<file path="config.mk">
export PLATFORM = sky130hd
export DESIGN_NAME = fsc_mul
export DESIGN_NICKNAME = d
export VERILOG_FILES = /design/src/rtl/fsc_mul.sv
export SDC_FILE = /design/constraint.sdc
export NUM_CORES = 2
export LEC_CHECK = 0
export ABC_CLOCK_PERIOD_IN_PS = 12500
export BUFFER_PORTS_ARGS = -buffer_cell sky130_fd_sc_hd__buf_2
export CORE_MARGIN = 2
export CORE_UTILIZATION = 67
export CTS_CLUSTER_DIAMETER = 120
export DETAILED_ROUTE_END_ITERATION = 8
export PLACE_DENSITY = 0.82
export SETUP_SLACK_MARGIN = 0.05
export SLEW_MARGIN = 15
export SYNTH_ARGS = -nofsm -noshare
export SYNTH_HDL_FRONTEND = slang
export SYNTH_SLANG_ARGS = --single-unit
</file>
<file path="constraint.sdc">
create_clock -name clk -period 12.5 [get_ports clk]
set_input_delay 2.5 -clock clk [delete_from_list [all_inputs] [get_ports clk]]
set_output_delay 2.5 -clock clk [all_outputs]
set_load 0.005 [all_outputs]
</file>
<file path="src/rtl/fsc_mul.sv">
module fsc_mul (
  input  logic               clk,
  input  logic signed [31:0] a,
  input  logic signed [31:0] b,
  output logic signed [63:0] prod
);

  always_ff @(posedge clk) begin
    prod <= a * b;
  end

endmodule

</file>
### Word-level counts from Yosys, hierarchy flattened

Index checks and enable logic that the tools add are counted.

* register bits after elaboration: 64
* bits of input ports: 65

* multiply operators: 1

Operator list (number)
* multiplier 32 x 32 -> 64 bit: 1

### Logic depth before layout (Yosys ltp)

* depth after elaboration: 1
* depth in mapped cells: 28
* depth with buffers taken out: 27

### Least setup slack after synthesis

OpenSTA, ideal clock, no wires.

* path type: input-to-reg
* from: input port b[2]
* to: register prod[62]
* arrival time: 9689 ps
* data required time: 12428 ps
* slack: 2739 ps
* stages on the path: 24
* path buffers: 1
* cell sequence: clkbuf_1 nand2_1 inv_1 fa_1 fa_1 fa_1 fa_1 inv_1 fa_1 inv_1 fa_1 inv_1 fa_1 inv_1 fa_1 ha_1 and3_1 nand2_1 or3_1 o22a_1 o211ai_1 a31oi_1 o31ai_1 xor2_1

* word-level cells in the longest chain between the ends: 1

Ends and longest elaborated chain
* start, declared: RTL line 4 `input logic signed [31:0] b,`
* multiplier 32 x 32 -> 64 bit: RTL line 9 `prod <= a * b;`
* end signal, assigned: RTL line 9
* end, declared: RTL line 5 `output logic signed [63:0] prod`

Every way passes these cells.

### Worst setup path after layout

* from: input port b[7]
* to: register prod[62]

Same word-level chain as after synthesis.

==> qor.txt <==
status -> finished clean
number of placement rows -> 86
pin slew with the least headroom to its limit -> 1.19 ns
Largest register FFs -> 64
critical path cell sequence -> buf_2 > and2_1 > fa_1 > inv_1 > fa_1 > inv_1 > fa_1 > fa_1 > inv_1 > fa_1 > inv_1 > fa_1 > inv_1 > fa_1 > fa_1 > inv_1 > ha_1 > and3_1 > nand2_1 > or3_1 > o211ai_1 > a31oi_1 > o31ai_1 > xor2_1
fraction of layout cells with a size suffix above 1 -> 0.0471
Nets -> 5170
DR pass1 iterations -> 5
Setup violations, final -> 0
Hold Slack -> 2.75 ns
Async SR Flop Fraction -> 0
Finished Cell Area -> 38500 um2
dominant synthesized flop cell -> dfxtp_1
Port-buffer cells -> 128
DR iter-0 viols -> 1855
total vias in the final route -> 26900
Worst EP arrival -> 11.06 ns
# Max-Cap Violations -> 0
CP endpoint kind -> flop
Max Used Layer -> met5
Crit-path slowest cell -> fa_1
first-pass GRT wire length -> 164000 um
fill cell total of the finished layout -> 4059
PostCTS Resize Cnt -> 0
htree depth -> 3
RSZ-0062 raised after global routing -> false
number of synthesized flops with an enable pin -> 0
total congestion overflow -> 0
period utilization -> 0.859
synthesis-stage register bit count -> 64
M1 wire length -> 34700 um
Root Buffer -> clkbuf_16
Starting Density -> 0.677
Startpoint Class -> input port
Slew Limit Fails -> 0
endpoints failing hold -> 0
critical path class -> in2reg
post-place setup slack -> 1.37 ns
CP top delay family -> adder cells
Area after DPL -> 38200 um2
largest register by flop count -> prod
die area -> 57500 um2
IO Count -> 129
PnR worst setup slack -> 1.76 ns
Synth Area per Inst -> 9.59 um2
Worst path max stage delay -> 0.87 ns
Core Region -> 55000 um2
Seq. cell area -> 1280 um2
TritonCTS clock tree -> done
largest net degree at the start of global routing -> 33
distinct cell type count after synthesis -> 63
CTS Hold Bufs -> 0
DP Wirelength -> 77200 um
clock sink count -> 64
Mapped Area -> 37200 um2
Synthesized Nets -> 5215
Final TNS setup -> 0 ns
Die Ht -> 240 um
post-route ant nets -> 0
clk slew on worst S/H paths -> 0.06 ns
Routability Congestion -> 0.989
All-Layer GR Usage -> 0.384
initial antenna violation count -> 7
most frequent CP cell -> fa_1
Routed WL -> 101000 um
met2 WL -> 48400 um
Worst EP required -> 12.82 ns
fmax -> 93.1 MHz
Remaining DRCs -> 0
wire length on met3 -> 11200 um
register area share after synthesis -> 0.0344
Period minus WS final -> 10.74 ns
worst hold path type -> in2reg
multi-input logic area -> 31600 um2
CP bufs+invs -> 7
P&R area growth vs syn -> 3.29%
WL/cell -> 22.1 um
number of global-route vias before repair -> 30400
DIE WIDTH -> 240 um
YS warnings -> 0
DR vias/cell -> 5.86
clk buf depth -> 2
Slew headroom -> 0.208
CTS Buf Count -> 9
Mapped Cells -> 3884
critical path fanouts, max -> 32
post-CTS setup buffers -> 0
biggest regs -> prod x64
## layer usage
metal	GRT usage	vias to the layer above
met2	0.614	1673
met4	0.227	8
met1	0.470	13800
li1	-	11000
met5	0	-
met3	0.105	488
## cell type report
cell class,count,share of cell area
flip-flops and latches,64,0.0333
repair buffers,144,0.0198
diodes,3,0.000195
clock buffers,12,0.00667
inverters,952,0.0929
clock inverters,3,0.000455
multi-input cells,2668,0.822
well taps,748,0.0243
## synth_stat cells, types with 7 or more instances
cell / count / area [um2]
fa_1: 1082 / 21700
dfxtp_1: 64 / 1280
nand3_1: 15 / 75.1
inv_1: 952 / 3570
clkbuf_1: 195 / 732
nand2_1: 511 / 1920
o21bai_1: 15 / 113
a21oi_1: 68 / 340
and3_1: 7 / 43.8
a21o_1: 23 / 173
xor2_1: 22 / 193
nand4_1: 7 / 43.8
xnor2_1: 53 / 464
a31oi_1: 12 / 75.1
ha_1: 184 / 2300
nand2b_1: 9 / 56.3
o21ai_0: 28 / 140
nor2_1: 42 / 158
and2_1: 516 / 3230
## final timing paths
kind,slack [ns],end,cells after the start,from
worst min-delay path,2.75,prod[0],2,b[0]
worst max-delay path,1.76,prod[62],24,b[7]
## layout by cell type (no fill, tap or decap), drive strengths merged, types with 31 or more instances in the layout
cell,synthesis,final
nand2,511,511
dfxtp,64,64
fa,1082,1082
nor2,42,42
inv,952,952
ha,184,184
xnor2,53,53
a21oi,68,68
o21ai,31,31
buf,5,144
and2,516,516
## per-stage QoR
| stage | util | std cells |
|---|---|---|
| after floorplan | - | 3884 |
| after global placement | 0.694 | 4576 |
| after detailed placement | 0.694 | 4576 |
| after CTS | 0.699 | 4591 |
| after global routing | 0.700 | 4593 |
| final | 0.700 | 4594 |
## kinds of logic (layout without fill, tap and decap cells)
| kind of cell | Yosys count | in the layout | synth area share |
|---|---|---|---|
| AND/OR/NAND/NOR | 1134 | 1134 | 0.154 |
| XOR/XNOR | 75 | 75 | 0.0176 |
| flip-flops | 64 | 64 | 0.0344 |
| other | 0 | 3 | 0 |
| adder cells (fa/ha/maj) | 1266 | 1266 | 0.643 |
| buffers and inverters | 1152 | 1111 | 0.116 |
| AO/OA/AOI/OAI | 193 | 193 | 0.0346 |
Power is left out: the tool's default activity adds up to more than one toggle a clock period on the data nets, which glitch-free logic cannot reach.
