<file path="config.mk">
export PLATFORM = sky130hd
export DESIGN_NAME = fsc_ram
export DESIGN_NICKNAME = d
export VERILOG_FILES = /design/src/rtl/fsc_ram.sv
export SDC_FILE = /design/constraint.sdc
export NUM_CORES = 1
export LEC_CHECK = 0
export BUFFER_PORTS_ARGS = -buffer_cell sky130_fd_sc_hd__buf_4
export CAP_MARGIN = 10
export CORE_ASPECT_RATIO = 1.75
export CORE_UTILIZATION = 66
export DETAILED_ROUTE_END_ITERATION = 10
export PLACE_DENSITY = 0.88
export SKIP_LAST_GASP = 1
export SLEW_MARGIN = 20
export SYNTH_ARGS = -nofsm -noshare
export SYNTH_HDL_FRONTEND = slang
export SYNTH_SLANG_ARGS = --single-unit
</file>
<file path="constraint.sdc">
create_clock -name clk -period 4.9 [get_ports clk]
set_input_delay 0.245 -clock clk [delete_from_list [all_inputs] [get_ports clk]]
set_output_delay 0.245 -clock clk [all_outputs]
set_load 0.03 [all_outputs]
</file>
<file path="src/rtl/fsc_ram.sv">
module fsc_ram #(
  parameter int WIDTH = 32,
  parameter int DEPTH = 16
) (
  input  logic                     clk,
  input  logic                     we,
  input  logic [$clog2(DEPTH)-1:0] waddr,
  input  logic [WIDTH-1:0]         wdata,
  input  logic [$clog2(DEPTH)-1:0] raddr,
  output logic [WIDTH-1:0]         rdata
);

  logic [WIDTH-1:0] mem [DEPTH];

  always_ff @(posedge clk) begin
    if (we) begin
      mem[waddr] <= wdata;
    end
    rdata <= mem[raddr];
  end

endmodule

</file>
Yosys cells after proc, flatten, opt, wreduce, memory -nomap -nowiden

Memory sizes are Yosys's and may differ from the RTL's. A register that Yosys moved wholly into a read port is not among the register bits.
Index checks and enable logic that the tools add are counted.

Logic and storage cells: 3
Memory bits (writable): 512
Output and inout port bits: 32
Memories kept: 1
Register bits after elaboration: 0

Mux-type cells: 2

Memory list:

| memory | depth | bits a word | rd ports | clocked after Yosys merged registers in | wr ports | RTL line | text |
|---|---|---|---|---|---|---|---|
| mem    | 16    | 32          | 1        | 1                                       | 1        | 13       | `logic [WIDTH-1:0] mem [DEPTH];` |

Operators with widths:

| kind   | number |
|---|---|
| $mux 1 | 2 |

Longest topological paths before layout

Depth after elaboration: 2
Gate-level depth with buffers: 5
Mapped depth without buffers: 3

Worst setup path before layout

Ideal clock, no wire load.

Path kind: input -> register
Start point: in waddr[2]
End point: mem mem[0][0] (enable)
Arrival time: 2.963 ns
Slack: 1.475 ns
Stages: 2
Data required time: 4.439 ns
Library setup time: 0.461 ns
Path through: or3b_2 > nor3_1

RTL lines:

| what               | RTL line | text |
|---|---|---|
| start: declaration | 7        | `input logic [$clog2(DEPTH)-1:0] waddr,` |
| end: declaration   | 13       |  |

No word-level cell before the write port.

==> metrics.md <==
| Metric | Value |
|---|---|
| Crit path max fanout | `55` |
| Top cells by count, synth | `512 x edfxtp_1, 128 x mux4_2, 64 x a22oi_1, 33 x nand2_1, 32 x dfxtp_1` |
| Top-count cell post-synth | `edfxtp_1` |
| CTS tree | `done` |
| Initial antenna violation count | `1` |
| Total global routing overflow | `0` |
| Synth top area cells | `edfxtp_1 77%, mux4_2 15%, dfxtp_1 3.2%, a22oi_1 2.4%, nand2_1 0.62%` |
| Largest stage delay, worst path | `0.58 ns` |
| DRC | `0` |
| Final core occ | `77.0%` |
| Post-synth EDFFs | `512` |
| Mux cell area share after synthesis | `roughly 15%` |
| Final setup vio count | `0` |
| Yosys top cell by area | `edfxtp_1` |
| Reg2reg start | `mem[15][15]` |
| Antenna viol nets, final | `0` |
| Peak supply drop | `around 0.00036 V` |
| Worst hold start | `raddr[3]` |
| Tightest Pin Transition | `1.11 ns` |
| Compound-cell area share of the yosys netlist | `2.42%` |
| Post-synthesis xor/xnor area fraction | `0%` |
| Post-layout min period | `1.95 ns` |
| FF+latch count, synth | `between 500 and 600` |
| Total CTS buffers | `44` |
| Pwr Density | `~400 nW/µm²` |
| Io pins | `between 70 and 80` |
| Mapped Cells | `838` |
| GRT Overall Usage | `29.8%` |
| Switching power | `0.00194 W` |
| H-Tree Depth | `2` |
| Hold EP | `rdata[1]` |
| Hold WC Path Type | `in2reg` |
| # rows | `83` |
| First-pass GRT wire length | `64200 µm` |
| Top delay family on crit path | `buffers and inverters` |
| Syn. warnings | `0` |
| Initial Utilization | `67.3%` |
| Vias in the first global route | `10.1k` |
| Iteration-0 DRC Markers | `1126` |
| DIE AREA | `30800 µm²` |
| Final hold viol count | `0` |
| Post-synthesis sequential area ratio | `80.7%` |
| Slew Limit Fails | `0` |
| CP Data Arrival Time | `2.39 ns` |
| Kind of critical path | `in2reg` |
| Net Count, Synth | `880` |
| Die H | `231 µm` |
| Critical Path RT | `5.33 ns` |
| Final Power | `0.00918 W` |
| Final Routed Wirelength | `43900 µm` |
| Clock Tree Buf Depth | `3` |
| Post-CTS sizing | `0` |
| Via density | `approximately 6.9` |
| Worst-Skew Late Latency | `0.57 ns` |
| Int Power | `0.00724 W` |
| Setup TNS | `0 ns` |
| Port bufs | `73` |
| Leakage power | `7.33 nW` |
| Unrepaired setup endpoints after global routing | `false` |
| Clk sinks | `between 500 and 600` |
| Detail Placement HPWL | `~21000 µm` |
| Clock Skew | `roughly 0.02 ns` |
| Cell Area, Synth | `approximately 20000 µm²` |
| Root Buffer | `clkbuf_16` |
| Routed len/inst | `between 30 and 40 µm` |
| Status | `completed` |
| P&R area growth vs syn | `14.4%` |
| Crit-path slowest cell | `mux4_2` |
| Peak Freq | `512 MHz` |
| Layout Nets | `1011` |
| Proportion of layout cells with a drive suffix above 1 | `30.3%` |
| Slew HR | `25.8%` |
| Main combinational cell family by area after synthesis | `multiplexers` |
| R2R cell count | `3` |
| Startpoint types | `input pin` |
| Simple-Gate Fraction of Synth Area | `1.27%` |
| Mean Syn Cell Area | `23.7 µm²` |
| Largest net degree at the start of global routing | `82` |
| Cells on Worst Hold Path | `4` |
| Chip Width | `133 µm` |
| Sw frac | `21.1%` |
| Adder-Cell Fraction of Synth Area | `0%` |
| Critical Path End Type | `register` |
| Comb pwr share | `6.1%` |
| Dominant synthesized flop cell | `edfxtp_1` |
| Seq pwr share | `57.1%` |
| Synth cell types | `18` |
| Max-Cap Viols | `0` |
| GP Congestion | `0.718` |
| Period Utilization, post-route | `39.9%` |
| Worst reg-to-reg setup slack | `3.42 ns` |
| Critical path buffers and inverters | `2` |
| Vias | `9537` |
| CP Cell Sequence | `clkbuf_8 > buf_4 > mux4_2 > a22oi_1 > nand2_1` |
| Ys async rst share | `0%` |
| Drt first pass iters | `5` |
| Yosys top cell area share | `between 70% and 80%` |
| Clock-pin slew on the worst setup and hold paths | `around 0.070 ns` |
| FF-to-FF End | `rdata[15]` |
| Clock network power share | `36.8%` |
| Core Region | `approximately 29000 µm²` |
power groups by stage:
stage / sequential (W) / combinational, W / clock (W)
2_1_floorplan: 0.00539 / 0.000250 / 0
3_3_place_gp: 0.00533 / 0.000508 / 0
3_5_place_dp: 0.00534 / 0.000529 / 0
4_1_cts: 0.00524 / 0.000559 / 0.00339
5_1_grt: 0.00525 / 0.000589 / 0.00355
6_report: 0.00524 / 0.000562 / 0.00337
per-layer routing:
metal  share of wire (%)  global-route usage, %
met1                  34                   38.6
met2                  52                   50.5
met3                 9.7                   4.86
met4                 3.7                   13.4
met5                   0                      0
tightest hold or removal path, stage by stage:
cell	delay [ns]
buf_4	0.13
nor2b_4	0.13
a22oi_1	0.19
nand2_1	0.07
registers in the layout (all words and copies together) (netlist names):
signal / cells
mem: 512
rdata: 32
through the flow:
stage	setup WS, ns	instance area (µm²)	std cells	hold slack (ns)
floorplan	1.48	19900	838	0.344
global placement	2.44	21000	1271	0.531
detailed placement	2.32	21000	1272	0.538
CTS	2.93	22700	1386	0.241
global route	2.79	22700	1388	0.258
finish	2.95	22700	1388	0.250
cell type report:
cell class	count	area, µm²
antenna	1	2.50
clock buffer	64	1230
multi-input combinational	251	3750
timing repair buffer	128	1120
tap	382	478
clock inverter	18	124
sequential	544	16000
fill	1445	6780
worst max-delay path by stage:
stage          startpoint         to  slack, ns  cells after the start
3_3_place_gp     raddr[0]   rdata[9]       2.44                      5
3_5_place_dp     raddr[0]  rdata[15]       2.32                      5
2_1_floorplan    waddr[2]  mem[0][0]       1.48                      2
5_1_grt          raddr[0]  rdata[15]       2.79                      5
6_report         raddr[0]  rdata[15]       2.95                      5
4_1_cts          raddr[0]  rdata[15]       2.93                      5
kinds of logic after synthesis:
family / after synthesis
multiplexers: 128
AO/OA/AOI/OAI: 64
buffers and inverters: 43
AND/OR/NAND/NOR: 59
flip-flops: 544
timing repair:
item / 4_1_cts / 5_1_grt
hold endpoints to repair: 509 / 0
hold buffers: 32 / 0
buffers inserted: 0 / 0
cell usage in the layout, fill, tap and decap left out:
cell | Yosys | layout
clkinv_4 | 0 | 1
clkbuf_8 | 0 | 4
buf_12 | 0 | 2
nor2b_4 | 0 | 2
nand3_1 | 1 | 1
bufinv_16 | 0 | 1
nor3_2 | 0 | 4
nand2b_1 | 2 | 2
clkbuf_16 | 0 | 45
edfxtp_1 | 512 | 512
clkinv_2 | 0 | 8
dfxtp_1 | 32 | 32
nand2_1 | 33 | 33
inv_6 | 0 | 3
and2_1 | 1 | 1
mux4_2 | 128 | 128
dlygate4sd3_1 | 0 | 32
nand3b_1 | 2 | 2
clkinv_1 | 0 | 5
a22oi_1 | 64 | 64
buf_4 | 11 | 90
buf_16 | 0 | 2
diode_2 | 0 | 1
nor2_4 | 0 | 13
buf_6 | 2 | 1
clkbuf_1 | 17 | 16
or3b_2 | 1 | 1
(Power assumes the default switching activity.)
