--- config.mk ---
export PLATFORM = sky130hd
export DESIGN_NAME = fsc_iter
export DESIGN_NICKNAME = d
export VERILOG_FILES = /design/src/rtl/fsc_pkg.sv /design/src/rtl/fsc_iter.sv
export SDC_FILE = /design/constraint.sdc
export NUM_CORES = 1
export LEC_CHECK = 0
export BUFFER_PORTS_ARGS = -buffer_cell sky130_fd_sc_hd__buf_2
export CORE_MARGIN = 2
export CORE_UTILIZATION = 40
export DETAILED_ROUTE_END_ITERATION = 16
export PLACE_DENSITY = 0.73
export SYNTH_ARGS = -nofsm -noshare
export SYNTH_HDL_FRONTEND = slang
export SYNTH_SLANG_ARGS = --single-unit
--- constraint.sdc ---
create_clock -name clk -period 11 [get_ports clk]
set_input_delay 2.75 -clock clk [delete_from_list [all_inputs] [get_ports clk]]
set_output_delay 2.75 -clock clk [all_outputs]
set_load 0.01 [all_outputs]
--- src/rtl/fsc_pkg.sv ---
package fsc_pkg;

  localparam int FRAC_BITS_DEF = 16;

  localparam logic [1:0] ACT_LD_PROJ = 2'd0;
  localparam logic [1:0] ACT_LD_MV   = 2'd1;
  localparam logic [1:0] ACT_TEST    = 2'd2;

  typedef struct packed {
    logic start;
    logic is_div;
  } iter_ctl_t;

  typedef struct packed {
    logic busy;
    logic done;
  } iter_stat_t;

endpackage

--- src/rtl/fsc_iter.sv ---
// Shared restoring unit: floor square root (2 bits a step) or
// quotient (1 bit a step) on one compare/subtract.
module fsc_iter #(
  parameter int FRAC_BITS = fsc_pkg::FRAC_BITS_DEF
) (
  input  logic                clk,
  input  logic                rst,
  input  fsc_pkg::iter_ctl_t  ctl,
  input  logic [63:0]         opnd,
  input  logic [31:0]         divisor,
  output fsc_pkg::iter_stat_t stat,
  output logic [63:0]         result
);

  localparam int DIV_STEPS  = 32 + FRAC_BITS;
  localparam int SQRT_STEPS = 32;
  localparam int CW         = $clog2(DIV_STEPS);

  logic          busy;
  logic          done;
  logic          is_div;
  logic [CW-1:0] cnt;
  logic [63:0]   src;
  logic [35:0]   rem;
  logic [63:0]   res;

  logic [35:0] rem_sh;
  logic [35:0] sub;
  logic [36:0] diff;
  logic        ge;

  always_comb begin
    if (is_div) begin
      rem_sh = {rem[34:0], src[63]};
      sub    = {4'd0, divisor};
    end else begin
      rem_sh = {rem[33:0], src[63:62]};
      sub    = {2'd0, res[31:0], 2'b01};
    end
    diff = {1'b0, rem_sh} - {1'b0, sub};
    ge   = !diff[36];
  end

  always_ff @(posedge clk) begin
    if (rst) begin
      busy <= 1'b0;
      done <= 1'b0;
    end else begin
      done <= 1'b0;
      if (ctl.start) begin
        busy   <= 1'b1;
        is_div <= ctl.is_div;
        cnt    <= ctl.is_div ? CW'(DIV_STEPS - 1) : CW'(SQRT_STEPS - 1);
        src    <= opnd;
        rem    <= '0;
        res    <= '0;
      end else if (busy) begin
        rem <= ge ? diff[35:0] : rem_sh;
        res <= {res[62:0], ge};
        src <= is_div ? {src[62:0], 1'b0} : {src[61:0], 2'b00};
        cnt <= cnt - 1'b1;
        if (cnt == '0) begin
          busy <= 1'b0;
          done <= 1'b1;
        end
      end
    end
  end

  assign stat.busy = busy;
  assign stat.done = done;
  assign result    = res;

endmodule

# ---- After elaboration in Yosys (flattened, before gate mapping)
# Index checks and enable logic that the tools add are counted.
dict set report word_totals {
  ff_bits 172
  input_bits 100
  output_inout_bits 66
  word_cells 32
}
dict set report op_classes {
  add_sub_neg 2
  mux 15
  bitwise_logic 2
  reduce_logical 6
}
# op count
set op_table {}
lappend op_table {{$mux W64} 4}
lappend op_table {{$mux W35} 2}
lappend op_table {{$sub A36 B34 Y37} 1}
lappend op_table {{$mux W36} 1}
lappend op_table {{$mux W34} 1}
lappend op_table {{$mux W6} 3}
lappend op_table {{$logic_not A6 Y1} 1}
lappend op_table {{$sub A6 B1 Y6 const B} 1}
lappend op_table {{$mux W1} 4}
lappend op_table {{$reduce_and A2 Y1} 2}
lappend op_table {{$reduce_or A3 Y1} 1}
lappend op_table {{$not A1 Y1} 2}
lappend op_table {{$reduce_bool A2 Y1} 1}
lappend op_table {{$logic_not A1 Y1} 1}

# ---- Logic depth before layout (Yosys ltp)
# Gate-level depths: netlist of run 1.
dict set report depth {
  word_depth 4
  ltp_mapped 17
  mapped_depth_nobuf 12
}

# ---- Least setup slack after synthesis of run 1
# No wires, ideal clock.
dict set report synth_path {
  kind {input to register}
  from {in ctl[1] in the netlist's numbering}
  to {reg cnt[0] (enable)}
  setup_time_ps 700
  arrival_time_ps 10641
  t_required_ps 10300
  setup_slack_ps -341
  cell_stages 5
  path_buffers 3
  path_cell_list {clkbuf_1 clkbuf_1 clkbuf_1 nor2_1 nor2_1}
}
dict set report synth_via {
  elab_chain_len 2
}
# element line
set synth_lines {}
lappend synth_lines {{from (decl)} fsc_iter.sv:8} ;# input fsc_pkg::iter_ctl_t ctl,
lappend synth_lines {{$reduce_bool A2 Y1 (no line)} n/a}
lappend synth_lines {{$reduce_and A2 Y1 (no line)} n/a}
lappend synth_lines {{to (signal assigned)} fsc_iter.sv:53} ;# cnt <= ctl.is_div ? CW'(DIV_STEPS - 1) : CW'(SQRT_STEPS - 1);
lappend synth_lines {{to (signal assigned)} fsc_iter.sv:61} ;# cnt <= cnt - 1'b1;
lappend synth_lines {{to (decl)} fsc_iter.sv:22} ;# logic [CW-1:0] cnt;
# No other way between the ends.
# A chain may end at the register's enable or synchronous reset.

# ---- Final worst setup path of run 1
dict set report layout_path {
  from {in divisor[0]}
  to {reg rem[4], data pin}
}
dict set report layout_via {
  elab_chain_len 4
}
# element line
set layout_lines {}
lappend layout_lines {{from (decl)} fsc_iter.sv:10} ;# input logic [31:0] divisor,
lappend layout_lines {{$mux W34} fsc_iter.sv:33} ;# if (is_div) begin
lappend layout_lines {{$sub A36 B34 Y37} fsc_iter.sv:40} ;# diff = {1'b0, rem_sh} - {1'b0, sub};
lappend layout_lines {{$mux W35} fsc_iter.sv:58} ;# rem <= ge ? diff[35:0] : rem_sh;
lappend layout_lines {{$mux W35} fsc_iter.sv:57} ;# end else if (busy) begin
lappend layout_lines {{to (signal assigned)} fsc_iter.sv:58}
lappend layout_lines {{to (decl)} fsc_iter.sv:24} ;# logic [35:0] rem;
# No other way between the ends. The select of a mux whose other input is x is not followed.

==> results of run 1 <==
[per-stage QoR]
step / power, mW / setup slack, ns
2_1_floorplan: 1.27 / 2.51
4_1_cts: 2.02 / 5.56
5_1_grt: 2.11 / 5.31
6_report: 2.00 / 5.57
3_5_place_dp: 1.40 / 5.12
3_3_place_gp: 1.39 / 5.19
[layout make-up]
type	count	area, um^2	area share (%)
tap	330	413	3.48
sequential	172	5140	43.4
inverter	10	37.5	0.316
antenna	1	2.50	0.0211
clock buffer	18	429	3.62
multi-input combinational	705	4770	40.2
clock inverter	14	175	1.48
timing repair buffer	173	892	7.52
[kinds of logic (layout without fill, tap and decap cells)]
logic type	Yosys count	count (layout)	share of synthesized area (%)
xor gates and xnor gates	30	30	2.58
other	0	1	0
buffers and inverters	68	215	2.82
AOI/OAI and AO/OA	212	212	12.8
adders and majority gates	36	36	4.49
DFF	172	172	50.5
muxes	129	129	13.1
and+or+nand+nor	298	298	13.7
[cells in the final DEF (no fill, tap or decap), types with 6 or more instances in the layout]
cell	synthesis	routed
sky130_fd_sc_hd__a211oi_1	12	12
sky130_fd_sc_hd__buf_4	4	8
sky130_fd_sc_hd__nand3_1	8	8
sky130_fd_sc_hd__nand2_1	144	144
sky130_fd_sc_hd__nor2_1	35	34
sky130_fd_sc_hd__mux2i_1	96	96
sky130_fd_sc_hd__clkinv_8	0	6
sky130_fd_sc_hd__a21o_1	11	11
sky130_fd_sc_hd__ha_1	35	35
sky130_fd_sc_hd__edfxtp_1	170	170
sky130_fd_sc_hd__buf_2	8	164
sky130_fd_sc_hd__nor3_1	12	12
sky130_fd_sc_hd__o31ai_1	6	6
sky130_fd_sc_hd__a21oi_1	55	55
sky130_fd_sc_hd__inv_1	10	10
sky130_fd_sc_hd__xnor2_1	21	21
sky130_fd_sc_hd__and3_1	7	7
sky130_fd_sc_hd__clkbuf_16	0	17
sky130_fd_sc_hd__mux2_2	33	33
sky130_fd_sc_hd__xor2_1	9	9
sky130_fd_sc_hd__nor2b_1	68	68
sky130_fd_sc_hd__o21ai_0	83	83
[power by group]
part / internal (mW) / leakage, nW / switching [mW] / total, mW
clock: 0.308 / 0.292 / 0.302 / 0.610
combinational: 0.241 / 2.85 / 0.327 / 0.568
sequential: 0.797 / 1.67 / 0.0268 / 0.824
[flip-flops by register name, indices dropped and copies added (netlist names)]
signal,cells
result,64
src,64
rem,35
cnt,6
busy,1
done,1
is_div,1
[synthesized netlist by cell type, drive strengths merged, types with 7 or more instances]
cell type  number  area [um^2]
nor2b          68          425
mux2           33          372
a21oi          55          275
nor2           35          131
clkbuf         39          146
xor2            9         78.8
and3            7         43.8
inv            10         37.5
mux2i          96          961
o21ai          85          433
ha             35          438
o31ai           7         57.6
nand2         145          547
nand3           8         40.0
buf            19          104
nor3           12         60.1
a211oi         13          103
edfxtp        170         5100
a21o           11         82.6
xnor2          21          184
[final timing paths]
check | cells after the start | slack, ns | to
worst max-delay path | 14 | 5.57 | rem[4]
worst max register to register | 13 | 6.25 | rem[4]
worst min-delay path | 1 | 0.50 | done
worst min register to register | 1 | 0.50 | done
[per-layer routing]
metal / part of all wire (%) / wire [um]
met1: 48 / 10900
met2: 46 / 10500
met3: 5.3 / 1210
met4: 1.3 / 305
met5: 0 / 0
[critical path: cells and delay by family]
family,cells,cell delay [ns]
AOI/OAI and AO/OA,6,1.10
adders and majority gates,2,0.61
and+or+nand+nor,3,0.59
buffers and inverters,3,0.51
==> results.rst, run 1 <==
.. list-table::
   :header-rows: 1

   * - Metric
     - Value
   * - Starting density of the core
     - approximately 41%
   * - Number of clock sinks seen by CTS
     - roughly 170
   * - Number of design-rule violations left by the first detailed-router iteration
     - around 480
   * - Final core utilization
     - 47.3%
   * - Die outline width
     - 164 um
   * - Number of buffers added by the clock tree synthesis step
     - 17
   * - Async set or reset register ratio after synthesis
     - 0%
   * - Clk pin slew, worst setup/hold paths
     - ~0.070 ns
   * - Hold Vio Cnt, Final
     - 0
   * - Worst-case vdd ir drop
     - about 0.096 mV
   * - Cell count after synthesis
     - between 900 and 1000
   * - Buffers inserted by post-CTS timing repair
     - 0
   * - Period minus WS final
     - 5.43 ns
   * - Fraction of met3 tracks used by global routing
     - 3.94%
   * - Total placed instance area
     - between 0.01 and 0.015 mm^2
   * - Hold_sp
     - busy
   * - Library cell contributing the largest single delay on the critical path
     - sky130_fd_sc_hd__fa_1
   * - Latest clock arrival within the worst-skew pair
     - approximately 0.43 ns
   * - Data arrival time of the critical path
     - ~5.6 ns
   * - Finish-stage setup viols
     - 0
   * - TritonCTS clock tree
     - built
   * - Critical Path End Type
     - flop
   * - Relative slew slack
     - between 30% and 40%
   * - Detailed placer's ending HPWL
     - 15.7 mm
   * - Clock tree root driver cell
     - sky130_fd_sc_hd__clkbuf_16
   * - Via-per-instance ratio
     - around 5.3
   * - Measured slew at the worst slew-check pin
     - 0.904 ns
   * - Post-synthesis cell area
     - between 0.01 and 0.015 mm^2
   * - Number of global-route vias before repair
     - just over 7000
   * - Cells along the critical path
     - buf_2 -> nand2b_1 -> ha_1 -> inv_1 -> fa_1 -> a211oi_2 -> o21ai_2 -> a41oi_4 -> o211ai_2 -> nand3b_1 -> nand2_1 -> buf_4 -> o211ai_1 -> a21oi_1
   * - Share of synthesized area occupied by flip-flops and latches
     - slightly above 50%
   * - Total negative slack for setup checks
     - 0 ns
   * - Buffer depth of the longest clock path
     - 2
   * - Largest fanout on the critical path
     - 23
   * - Area grow syn2layout
     - 16.4%
   * - Unique cell type count in the Yosys netlist
     - 61
   * - Post-layout instance area
     - 0.0119 mm^2
   * - Global placer's final weighted congestion
     - approximately 0.89
   * - DRC errors left
     - 0
   * - All-Layer GR Usage
     - 16.9%
   * - Number of antenna violations at the first check in global routing
     - 2
   * - Count of flip-flops with a built-in enable after synthesis
     - 170
   * - YS warnings
     - 0
   * - Total Routed Length
     - about 23 mm
   * - Synthesized flop and latch total
     - around 170
   * - Filler Cell Count
     - 2387
   * - Upper clock frequency limit
     - between 0.15 and 0.2 GHz
   * - Placeable core area
     - about 0.025 mm^2
   * - Filler-free cell count of the finished design
     - between 1000 and 1500
   * - Unrepaired setup endpoints after global routing
     - false
   * - Pin count of the biggest net entering global routing
     - 133
   * - Syn Area/Cell
     - 10.8 um^2
   * - Die footprint
     - approximately 0.027 mm^2
   * - Cell Rows
     - just under 60
   * - Tightest Hold Check Type
     - flop to flop
   * - GR met2 Demand/Resource
     - between 20% and 30%
   * - H-Tree Depth
     - 4
   * - Number of antenna-violating nets in the routed design
     - 0
   * - CTS-repair resized insts
     - 0
   * - Leakage power total
     - about 4.8 nW
   * - Max Cap Violations
     - 0
   * - Total iterations of the first detailed-routing run
     - 5
   * - Gr ovfl total
     - 0
   * - Class of the most critical setup path
     - input pin to flop
   * - Status
     - complete, no violations
   * - Number of pins exceeding their max-slew limit in the final report
     - 0
   * - Die H
     - around 160 um
   * - Met1 GRT Util
     - a little under a quarter
   * - First-pass GRT wire length
     - about 36 mm
   * - Fraction of layout cells with a size suffix above 1
     - between 20% and 30%
   * - Flip-flop cell with the highest count after synthesis
     - sky130_fd_sc_hd__edfxtp_1
   * - Number of hold buffers added after CTS
     - 0
   * - Fraction of the cycle the final worst path needs
     - 49.4%
   * - Routed via count
     - roughly 7600
   * - Required time at the worst-slack endpoint
     - roughly 11 ns
   * - Number of placed cells counting well taps
     - 1390
   * - Longest individual stage delay on the worst path
     - around 0.44 ns
   * - Power density normalized to cell area
     - between 150 and 200 mW/mm^2
   * - Startpoint of the worst setup timing path
     - divisor[0]
   * - Reg2reg start
     - is_div
   * - Nets in the synthesized netlist
     - between 1000 and 1500
   * - Detailed-route wire length per cell
     - about 16 um
   * - Grt peak-use layer
     - met2
   * - Element type at the critical path start
     - input pin
   * - Top Ports
     - 166
   * - Worst Skew
     - roughly 0.014 ns
   * - Worst Hold Slack
     - 0.496 ns
   * - Number of nets in the layout
     - between 1000 and 1500
   * - Buffers added on ports
     - about 170
No activity file was read; power rests on OpenSTA's default activity.
==> run 2, diff against run 1 <==
Settings changed: ABC_AREA from default to 1, PLACE_DENSITY 0.73 to 0.7.
Clock period 11 ns to 5.2 ns, I/O delays scaled along.
==> results.rst, run 2 <==
.. list-table::
   :header-rows: 1

   * - Metric
     - Value
   * - Status
     - complete, no violations
   * - Most frequent cells in the layout
     - sky130_fd_sc_hd__nand2_1 (384), sky130_fd_sc_hd__nor2_1 (236), sky130_fd_sc_hd__inv_1 (216), sky130_fd_sc_hd__edfxtp_1 (170), sky130_fd_sc_hd__buf_2 (164)
   * - Cell taking the most area after synthesis
     - sky130_fd_sc_hd__edfxtp_1
   * - Number of antenna-violating nets in the routed design
     - 0 (unchanged)
   * - Top Ports
     - 166 (unchanged)
   * - H-Tree Depth
     - 4 (unchanged)
   * - Data arrival time of the critical path
     - 3.83 ns (-1.74 ns)
   * - Tightest Hold Check Type
     - flop to flop
   * - Number of global-route vias before repair
     - 9066 (+25%)
   * - Detailed-route wire length per cell
     - 15.0 um (-6.5%)
   * - Latest clock arrival within the worst-skew pair
     - 0.45 ns (+0.02 ns)
   * - Period minus WS final
     - roughly 3.7 ns
   * - Multi-input logic area
     - 0.00478 mm^2 (+0.13%)
   * - Number of hold buffers added after CTS
     - 0 (unchanged)
   * - Die H
     - 170 um (+3.9%)
   * - Gr ovfl total
     - 0 (unchanged)
   * - Number of pins exceeding their max-slew limit in the final report
     - 0 (unchanged)
   * - Buffers added on ports
     - 165 (unchanged)
   * - Post-layout instance area
     - 0.0127 mm^2 (+6.9%)
   * - Die outline width
     - 170 um (+3.9%)
   * - Fraction of layout cells with a size suffix above 1
     - 14.3% (-8.6 points)
   * - Share of synthesized area occupied by flip-flops and latches
     - 46.6% (-3.8 points)
   * - Pwr Total
     - 4.23 mW (+110%)
   * - Fraction of the cycle the final worst path needs
     - 70.6%
   * - Leakage power total
     - 6.07 nW (+26%)
   * - YS warnings
     - 0 (unchanged)
   * - Cell with the most instances after synthesis
     - sky130_fd_sc_hd__nand2_1
   * - Global placer's final weighted congestion
     - 0.938 (+5.2%)
   * - Element type at the critical path start
     - flop
   * - Total placed instance area
     - 0.0121 mm^2 (+7.5%)
   * - Routed via count
     - 9721 (+29%)
   * - Die footprint
     - 0.0289 mm^2 (+8.0%)
   * - Number of clock sinks seen by CTS
     - 172 (unchanged)
   * - Count of flip-flops with a built-in enable after synthesis
     - 170 (unchanged)
   * - Fraction of post-synthesis cell area in the top cell type by area
     - 46.3% (-3.8 points)
   * - Area grow syn2layout
     - 15.0%
   * - Synthesized flop and latch total
     - 172 (unchanged)
   * - Buffer depth of the longest clock path
     - 2 (unchanged)
   * - First-pass GRT wire length
     - 46.1 mm (+27%)
   * - Max Cap Violations
     - 0 (unchanged)
   * - Clk pin slew, worst setup/hold paths
     - 0.08 ns (about the same)
   * - Post-synthesis cell area
     - 0.0110 mm^2 (+8.2%)
   * - Final setup slack of the worst path
     - 1.53 ns (-4.04 ns)
   * - Unique cell type count in the Yosys netlist
     - 38 (-38%)
   * - Clock tree root driver cell
     - sky130_fd_sc_hd__clkbuf_16
   * - Critical Path End Type
     - flop
   * - Final core utilization
     - 46.9% (-0.34 points)
   * - Number of design-rule violations left by the first detailed-router iteration
     - 738 (+54%)
   * - Number of buffers added by the clock tree synthesis step
     - 17 (unchanged)
   * - Number of nets in the layout
     - 1726 (+42%)
   * - Detailed placer's ending HPWL
     - 21.3 mm (+36%)
   * - Filler Cell Count
     - 2750 (+15%)
   * - Relative slew slack
     - 36.6% (-3.1 points)
   * - Post-placement setup slack
     - 1.10 ns (-4.02 ns)
   * - Leading cell types by total area after synthesis
     - sky130_fd_sc_hd__edfxtp_1 (46%), sky130_fd_sc_hd__nand2_1 (13%), sky130_fd_sc_hd__nor2_1 (8.0%)
   * - Nets in the synthesized netlist
     - 1591 (+47%)
   * - Async set or reset register ratio after synthesis
     - 0% (unchanged)
   * - Hold Vio Cnt, Final
     - 0 (unchanged)
   * - All-Layer GR Usage
     - 20.2% (+3.3 points)
   * - DRC errors left
     - 0 (unchanged)
   * - Placeable core area
     - 0.0270 mm^2 (+7.6%)
   * - TritonCTS clock tree
     - built
   * - Commonest non-fill, non-tap cell in the layout
     - sky130_fd_sc_hd__nand2_1
   * - Area occupied by registers
     - 0.00514 mm^2 (unchanged)
   * - Total negative slack for setup checks
     - 0 ns (unchanged)
   * - Post-synth top cells
     - sky130_fd_sc_hd__nand2_1 (384), sky130_fd_sc_hd__nor2_1 (236), sky130_fd_sc_hd__inv_1 (217), sky130_fd_sc_hd__edfxtp_1 (170), sky130_fd_sc_hd__a21oi_1 (159)
   * - Finish-stage setup viols
     - 0 (unchanged)
   * - Required time at the worst-slack endpoint
     - 5.36 ns (-5.78 ns)
   * - Cell Rows
     - 60 (+3.4%)
   * - Flip-flop cell with the highest count after synthesis
     - sky130_fd_sc_hd__edfxtp_1
   * - Total iterations of the first detailed-routing run
     - 7 (+2)
   * - Starting density of the core
     - 40.8% (+0.20 points)
   * - Class of the most critical setup path
     - flop to flop
   * - Measured slew at the worst slew-check pin
     - 0.951 ns (+0.0467 ns)
   * - Upper clock frequency limit
     - approximately 0.27 GHz
   * - Unrepaired setup endpoints after global routing
     - false
   * - Total Routed Length
     - 29.2 mm (+28%)
   * - Worst Skew
     - 0.0325 ns (+0.0185 ns)
   * - Power density normalized to cell area
     - 333 mW/mm^2 (+98%)
   * - Number of antenna violations at the first check in global routing
     - 0 (-2)
   * - Pin count of the biggest net entering global routing
     - 105 (-21%)
   * - Antenna fix cells
     - 0 (-1)
   * - Buffers inserted by post-CTS timing repair
     - 0 (unchanged)
   * - Worst-case vdd ir drop
     - 0.164 mV (+70%)
   * - Syn Area/Cell
     - 7.58 um^2 (-30%)
   * - Largest fanout on the critical path
     - 49 (+110%)
   * - Cell count after synthesis
     - 1455 (+54%)
   * - CTS-repair resized insts
     - 0 (unchanged)
   * - Via-per-instance ratio
     - 5.00 (-5.8%)
==> run 2: path summary, 6_finish.rpt <==
| check | startpoint | endpoint | slack, ns | depth (start not counted) |
|---|---|---|---|---|
| worst max-delay path | is_div | rem[19] | 1.53 | 13 |
| worst min-delay path | busy | done | 0.55 | 2 |
| worst max register to register | is_div | rem[19] | 1.53 | 13 |
| worst min register to register | busy | done | 0.55 | 2 |
==> run 2: per-stage QoR <==
| step | hold WS (ns) | instances |
|---|---|---|
| finish | 0.554 | 1944 |
| CTS | 0.551 | 1944 |
| global placement | 0.533 | 1912 |
| floorplan | 0.492 | 1455 |
| global route | 0.577 | 1944 |
| detailed placement | 0.540 | 1912 |
==> run 2: worst max-delay path, stage by stage, from the launching register on <==
cell	delay, ns
sky130_fd_sc_hd__edfxtp_1	0.49
sky130_fd_sc_hd__clkinv_2	0.09
sky130_fd_sc_hd__buf_4	0.38
sky130_fd_sc_hd__o21ai_0	0.20
sky130_fd_sc_hd__ha_1	0.38
sky130_fd_sc_hd__a21oi_1	0.24
sky130_fd_sc_hd__o21ai_0	0.18
sky130_fd_sc_hd__nand2_1	0.09
sky130_fd_sc_hd__nand2_1	0.08
sky130_fd_sc_hd__nor2_2	0.18
sky130_fd_sc_hd__nand3_4	0.45
sky130_fd_sc_hd__buf_4	0.39
sky130_fd_sc_hd__o21ai_1	0.14
sky130_fd_sc_hd__nor2_1	0.05
==> run 2: kinds of logic (layout without fill, tap and decap cells) <==
kind of cell | Yosys count | count (layout) | share of synthesized area (%)
xor gates and xnor gates | 17 | 17 | 1.35
buffers and inverters | 279 | 427 | 10.1
muxes | 18 | 18 | 1.63
AOI/OAI and AO/OA | 248 | 248 | 11.5
DFF | 172 | 172 | 46.6
and+or+nand+nor | 685 | 685 | 24.5
adders and majority gates | 36 | 36 | 4.15
==> run 2: final cells by class <==
type                            instances  share of cell area, %
Timing Repair Buffer                  177                   7.34
Tap cell                              341                   3.36
Clock buffer                           18                   3.46
Multi-Input combinational cell       1004                   37.7
Sequential cell                       172                   40.6
Clock inverter                         14                   1.12
Inverter                              218                   6.46
==> run 2: per-layer routing <==
| layer | GRT usage [%] | wire length [um] | vias up | share of wire [%] |
|---|---|---|---|---|
| li1 | - | - | 4926 | - |
| met1 | 27.8 | 13500 | 4473 | 46 |
| met2 | 32.9 | 13400 | 295 | 46 |
| met3 | 3.63 | 1780 | 27 | 6.1 |
| met4 | 5.17 | 474 | 0 | 1.6 |
| met5 | 0 | 0 | - | 0 |
==> run 2: power by group <==
part           internal [mW]  total [mW]  switching (mW)
sequential              1.67        1.73          0.0537
clock                  0.650        1.29           0.635
combinational          0.418        1.22           0.798
==> run 3, diff against run 2 <==
Clock period 5.2 ns to 3.7 ns, I/O delays scaled along.
==> results.rst, run 3 (synthesized netlist as in run 2, its figures left out) <==
.. list-table::
   :header-rows: 1

   * - Metric
     - Value
   * - Via-per-instance ratio
     - 4.95 (-1.0%)
   * - Number of placed cells counting well taps
     - 1920 (+0.42%)
   * - Hold Vio Cnt, Final
     - 0 (unchanged)
   * - Relative slew slack
     - 53.9% (+17 points)
   * - Die footprint
     - 0.0289 mm^2 (unchanged)
   * - Routed via count
     - 9666 (-0.57%)
   * - Fraction of met3 tracks used by global routing
     - 3.86% (+0.23 points)
   * - Number of pins exceeding their max-slew limit in the final report
     - 0 (unchanged)
   * - Cell Rows
     - 60 (unchanged)
   * - Startpoint of the worst setup timing path
     - is_div
   * - CTS-repair resized insts
     - 0 (unchanged)
   * - Worst reg-to-reg setup slack
     - 0.27 ns (-1.25 ns)
   * - Die H
     - 170 um (unchanged)
   * - Critical Path End Type
     - flop
   * - Longest individual stage delay on the worst path
     - 0.47 ns (-0.02 ns)
   * - Number of hold buffers added after CTS
     - 0 (unchanged)
   * - Library cell contributing the largest single delay on the critical path
     - sky130_fd_sc_hd__edfxtp_1
   * - Top Ports
     - 166 (unchanged)
   * - Required time at the worst-slack endpoint
     - 3.85 ns (-1.51 ns)
   * - Reg-to-reg critical path endpoint
     - rem[14]
   * - Number of nets in the layout
     - 1734 (+0.46%)
   * - Reg2reg start
     - is_div
   * - Cell internal pwr
     - 3.99 mW (+45%)
   * - Element type at the critical path start
     - flop
   * - Upper clock frequency limit
     - 0.292 GHz (+7.2%)
   * - Number of clock sinks seen by CTS
     - 172 (unchanged)
   * - Gr ovfl total
     - 0 (unchanged)
   * - Number of antenna-violating nets in the routed design
     - 0 (unchanged)
   * - Finish-stage setup viols
     - 0 (unchanged)
   * - First-pass GRT wire length
     - 45.5 mm (-1.3%)
   * - Pin count of the biggest net entering global routing
     - 64 (-39%)
   * - Fraction of layout cells with a size suffix above 1
     - 14.6% (+0.36 points)
   * - Buffer depth of the longest clock path
     - 2 (unchanged)
   * - Detailed placer's ending HPWL
     - 21.3 mm (-0.13%)
   * - Data arrival time of the critical path
     - 3.58 ns (-0.25 ns)
   * - Clock tree root driver cell
     - sky130_fd_sc_hd__clkbuf_16
   * - Number of buffers added by the clock tree synthesis step
     - 17 (unchanged)
   * - Power density normalized to cell area
     - 474 mW/mm^2 (+42%)
   * - Max Cap Violations
     - 0 (unchanged)
   * - Commonest non-fill, non-tap cell in the layout
     - sky130_fd_sc_hd__nand2_1
   * - Clock network fraction of total power
     - 31.5% (+1.1 points)
   * - Buffers added on ports
     - 165 (unchanged)
   * - Cells along the critical path
     - inv_4 -> buf_4 -> nand2_1 -> o21ai_0 -> ha_1 -> a21oi_1 -> o21ai_0 -> nand2_1 -> nand2_1 -> nor2_2 -> nand3_4 -> buf_4 -> o21ai_0 -> nor2_1
   * - Total iterations of the first detailed-routing run
     - 6 (-1)
   * - All-Layer GR Usage
     - 19.9% (-0.32 points)
   * - Switching power as a share of total power
     - 34.4% (-0.74 points)
   * - Most frequent cells in the layout
     - sky130_fd_sc_hd__nand2_1 (384), sky130_fd_sc_hd__nor2_1 (236), sky130_fd_sc_hd__inv_1 (216), sky130_fd_sc_hd__edfxtp_1 (170), sky130_fd_sc_hd__buf_2 (164)
   * - Starting density of the core
     - 40.8% (unchanged)
   * - Met1 GRT Util
     - 27.4% (-0.38 points)
   * - Total Routed Length
     - 29.0 mm (-0.91%)
   * - Period minus WS final
     - 3.43 ns (-0.246 ns)
   * - Unrepaired setup endpoints after global routing
     - false
   * - Number of antenna violations at the first check in global routing
     - 2 (+2)
   * - Share of power burned in combinational logic
     - 28.6% (-0.2 points)
   * - Clk pin slew, worst setup/hold paths
     - 0.08 ns (about the same)
   * - DRC errors left
     - 0 (unchanged)
   * - Die outline width
     - 170 um (unchanged)
   * - Global placer's final weighted congestion
     - 0.996 (+6.2%)
   * - H-Tree Depth
     - 4 (unchanged)
   * - Status
     - complete, no violations
   * - Measured slew at the worst slew-check pin
     - 0.692 ns (-0.259 ns)
   * - Worst-case vdd ir drop
     - 0.241 mV (+47%)
   * - Endpoint of the most critical setup path
     - rem[14]
   * - GR met2 Demand/Resource
     - 31.9% (-0.97 points)
   * - Detailed-route wire length per cell
     - 14.8 um (-1.4%)
   * - Worst Skew
     - 0.0160 ns (-0.0165 ns)
   * - Placeable core area
     - 0.0270 mm^2 (unchanged)
   * - Class of the most critical setup path
     - flop to flop
   * - Fraction of the cycle the final worst path needs
     - 92.7% (+22 points)
   * - Number of design-rule violations left by the first detailed-router iteration
     - 710 (-3.8%)
   * - Largest fanout on the critical path
     - 25 (-49%)
   * - Filler Cell Count
     - 2704 (-1.7%)
   * - Number of global-route vias before repair
     - 8960 (-1.2%)
   * - Tightest Hold Check Type
     - flop to flop
   * - Leakage power total
     - 6.14 nW (+1.1%)
   * - Final core utilization
     - 47.5% (+0.54 points)
   * - Filler-free cell count of the finished design
     - 1953 (+0.46%)
   * - Count of cells along the worst register-to-register path
     - 14 (+1)
   * - Area grow syn2layout
     - 16.3%
   * - TritonCTS clock tree
     - built
   * - Part of the power in registers
     - 39.9% (-0.9 points)
   * - Buffers inserted by post-CTS timing repair
     - 0 (unchanged)
   * - Grt peak-use layer
     - met2
   * - Net load switching power
     - 2.09 mW (+41%)
   * - Latest clock arrival within the worst-skew pair
     - 0.44 ns (about the same)
-- run 3: cell types whose count changed in the layout (fill, tap and decap cells not counted), sizes merged --
cell,delta
buf,+8
inv,+1
bufinv,+2
diode,+1
clkinv,-3
-- run 3: critical path, delay by kind of cell (launching register included) --
family / cells / cell delay (ns)
buffers and inverters: 3 / 0.84
AND/OR/NAND/NOR: 6 / 0.78
AO/OA/AOI/OAI: 4 / 0.70
flip-flops: 1 / 0.47
adder cells (fa/ha/maj): 1 / 0.36
-- run 3: worst min-delay path by stage --
stage / depth (start not counted) / start / to / slack [ns]
after floorplan: 2 / busy / done / 0.49
after global placement: 2 / busy / done / 0.50
after detailed placement: 2 / busy / done / 0.51
after CTS: 2 / busy / done / 0.53
after global routing: 2 / busy / done / 0.57
final: 2 / busy / done / 0.53
-- run 3: per-stage QoR --
step / cell area, um^2 / setup slack (ns) / TNS [ns] / power, mW / hold WS, ns
global placement: 12200 / 0.237 / 0 / 4.18 / 0.495
CTS: 12800 / 0.148 / 0 / 6.10 / 0.530
finish: 12800 / 0.272 / 0 / 6.08 / 0.531
detailed placement: 12200 / 0.179 / 0 / 4.19 / 0.513
floorplan: 11100 / -0.729 / -123.86 / 3.72 / 0.486
global route: 12800 / 0.0424 / 0 / 6.43 / 0.566
-- run 3: routing by layer --
layer,wire length [um],share of wire (%)
met5,11,0.038
met4,577,2.0
met1,13500,47
met2,13200,45
met3,1660,5.7
-- run 3: power groups by stage --
stage	Combinational (mW)	Sequential [mW]	Clock [mW]
after floorplan	1.25	2.48	0
after global placement	1.71	2.46	0
after detailed placement	1.72	2.47	0
after CTS	1.73	2.43	1.94
after global routing	1.97	2.44	2.02
final	1.74	2.43	1.91
-- run 3: final cells by class --
cell class                 instances  area [um^2]  area share (%)
clock buffer                      18          429            3.35
clock inverter                    14          179            1.39
multi-input combinational       1004         4780            37.2
timing repair buffer             185         1040            8.12
tap                              341          427            3.33
sequential                       172         5140            40.1
inverter                         218          826            6.44
antenna                            1         2.50          0.0195
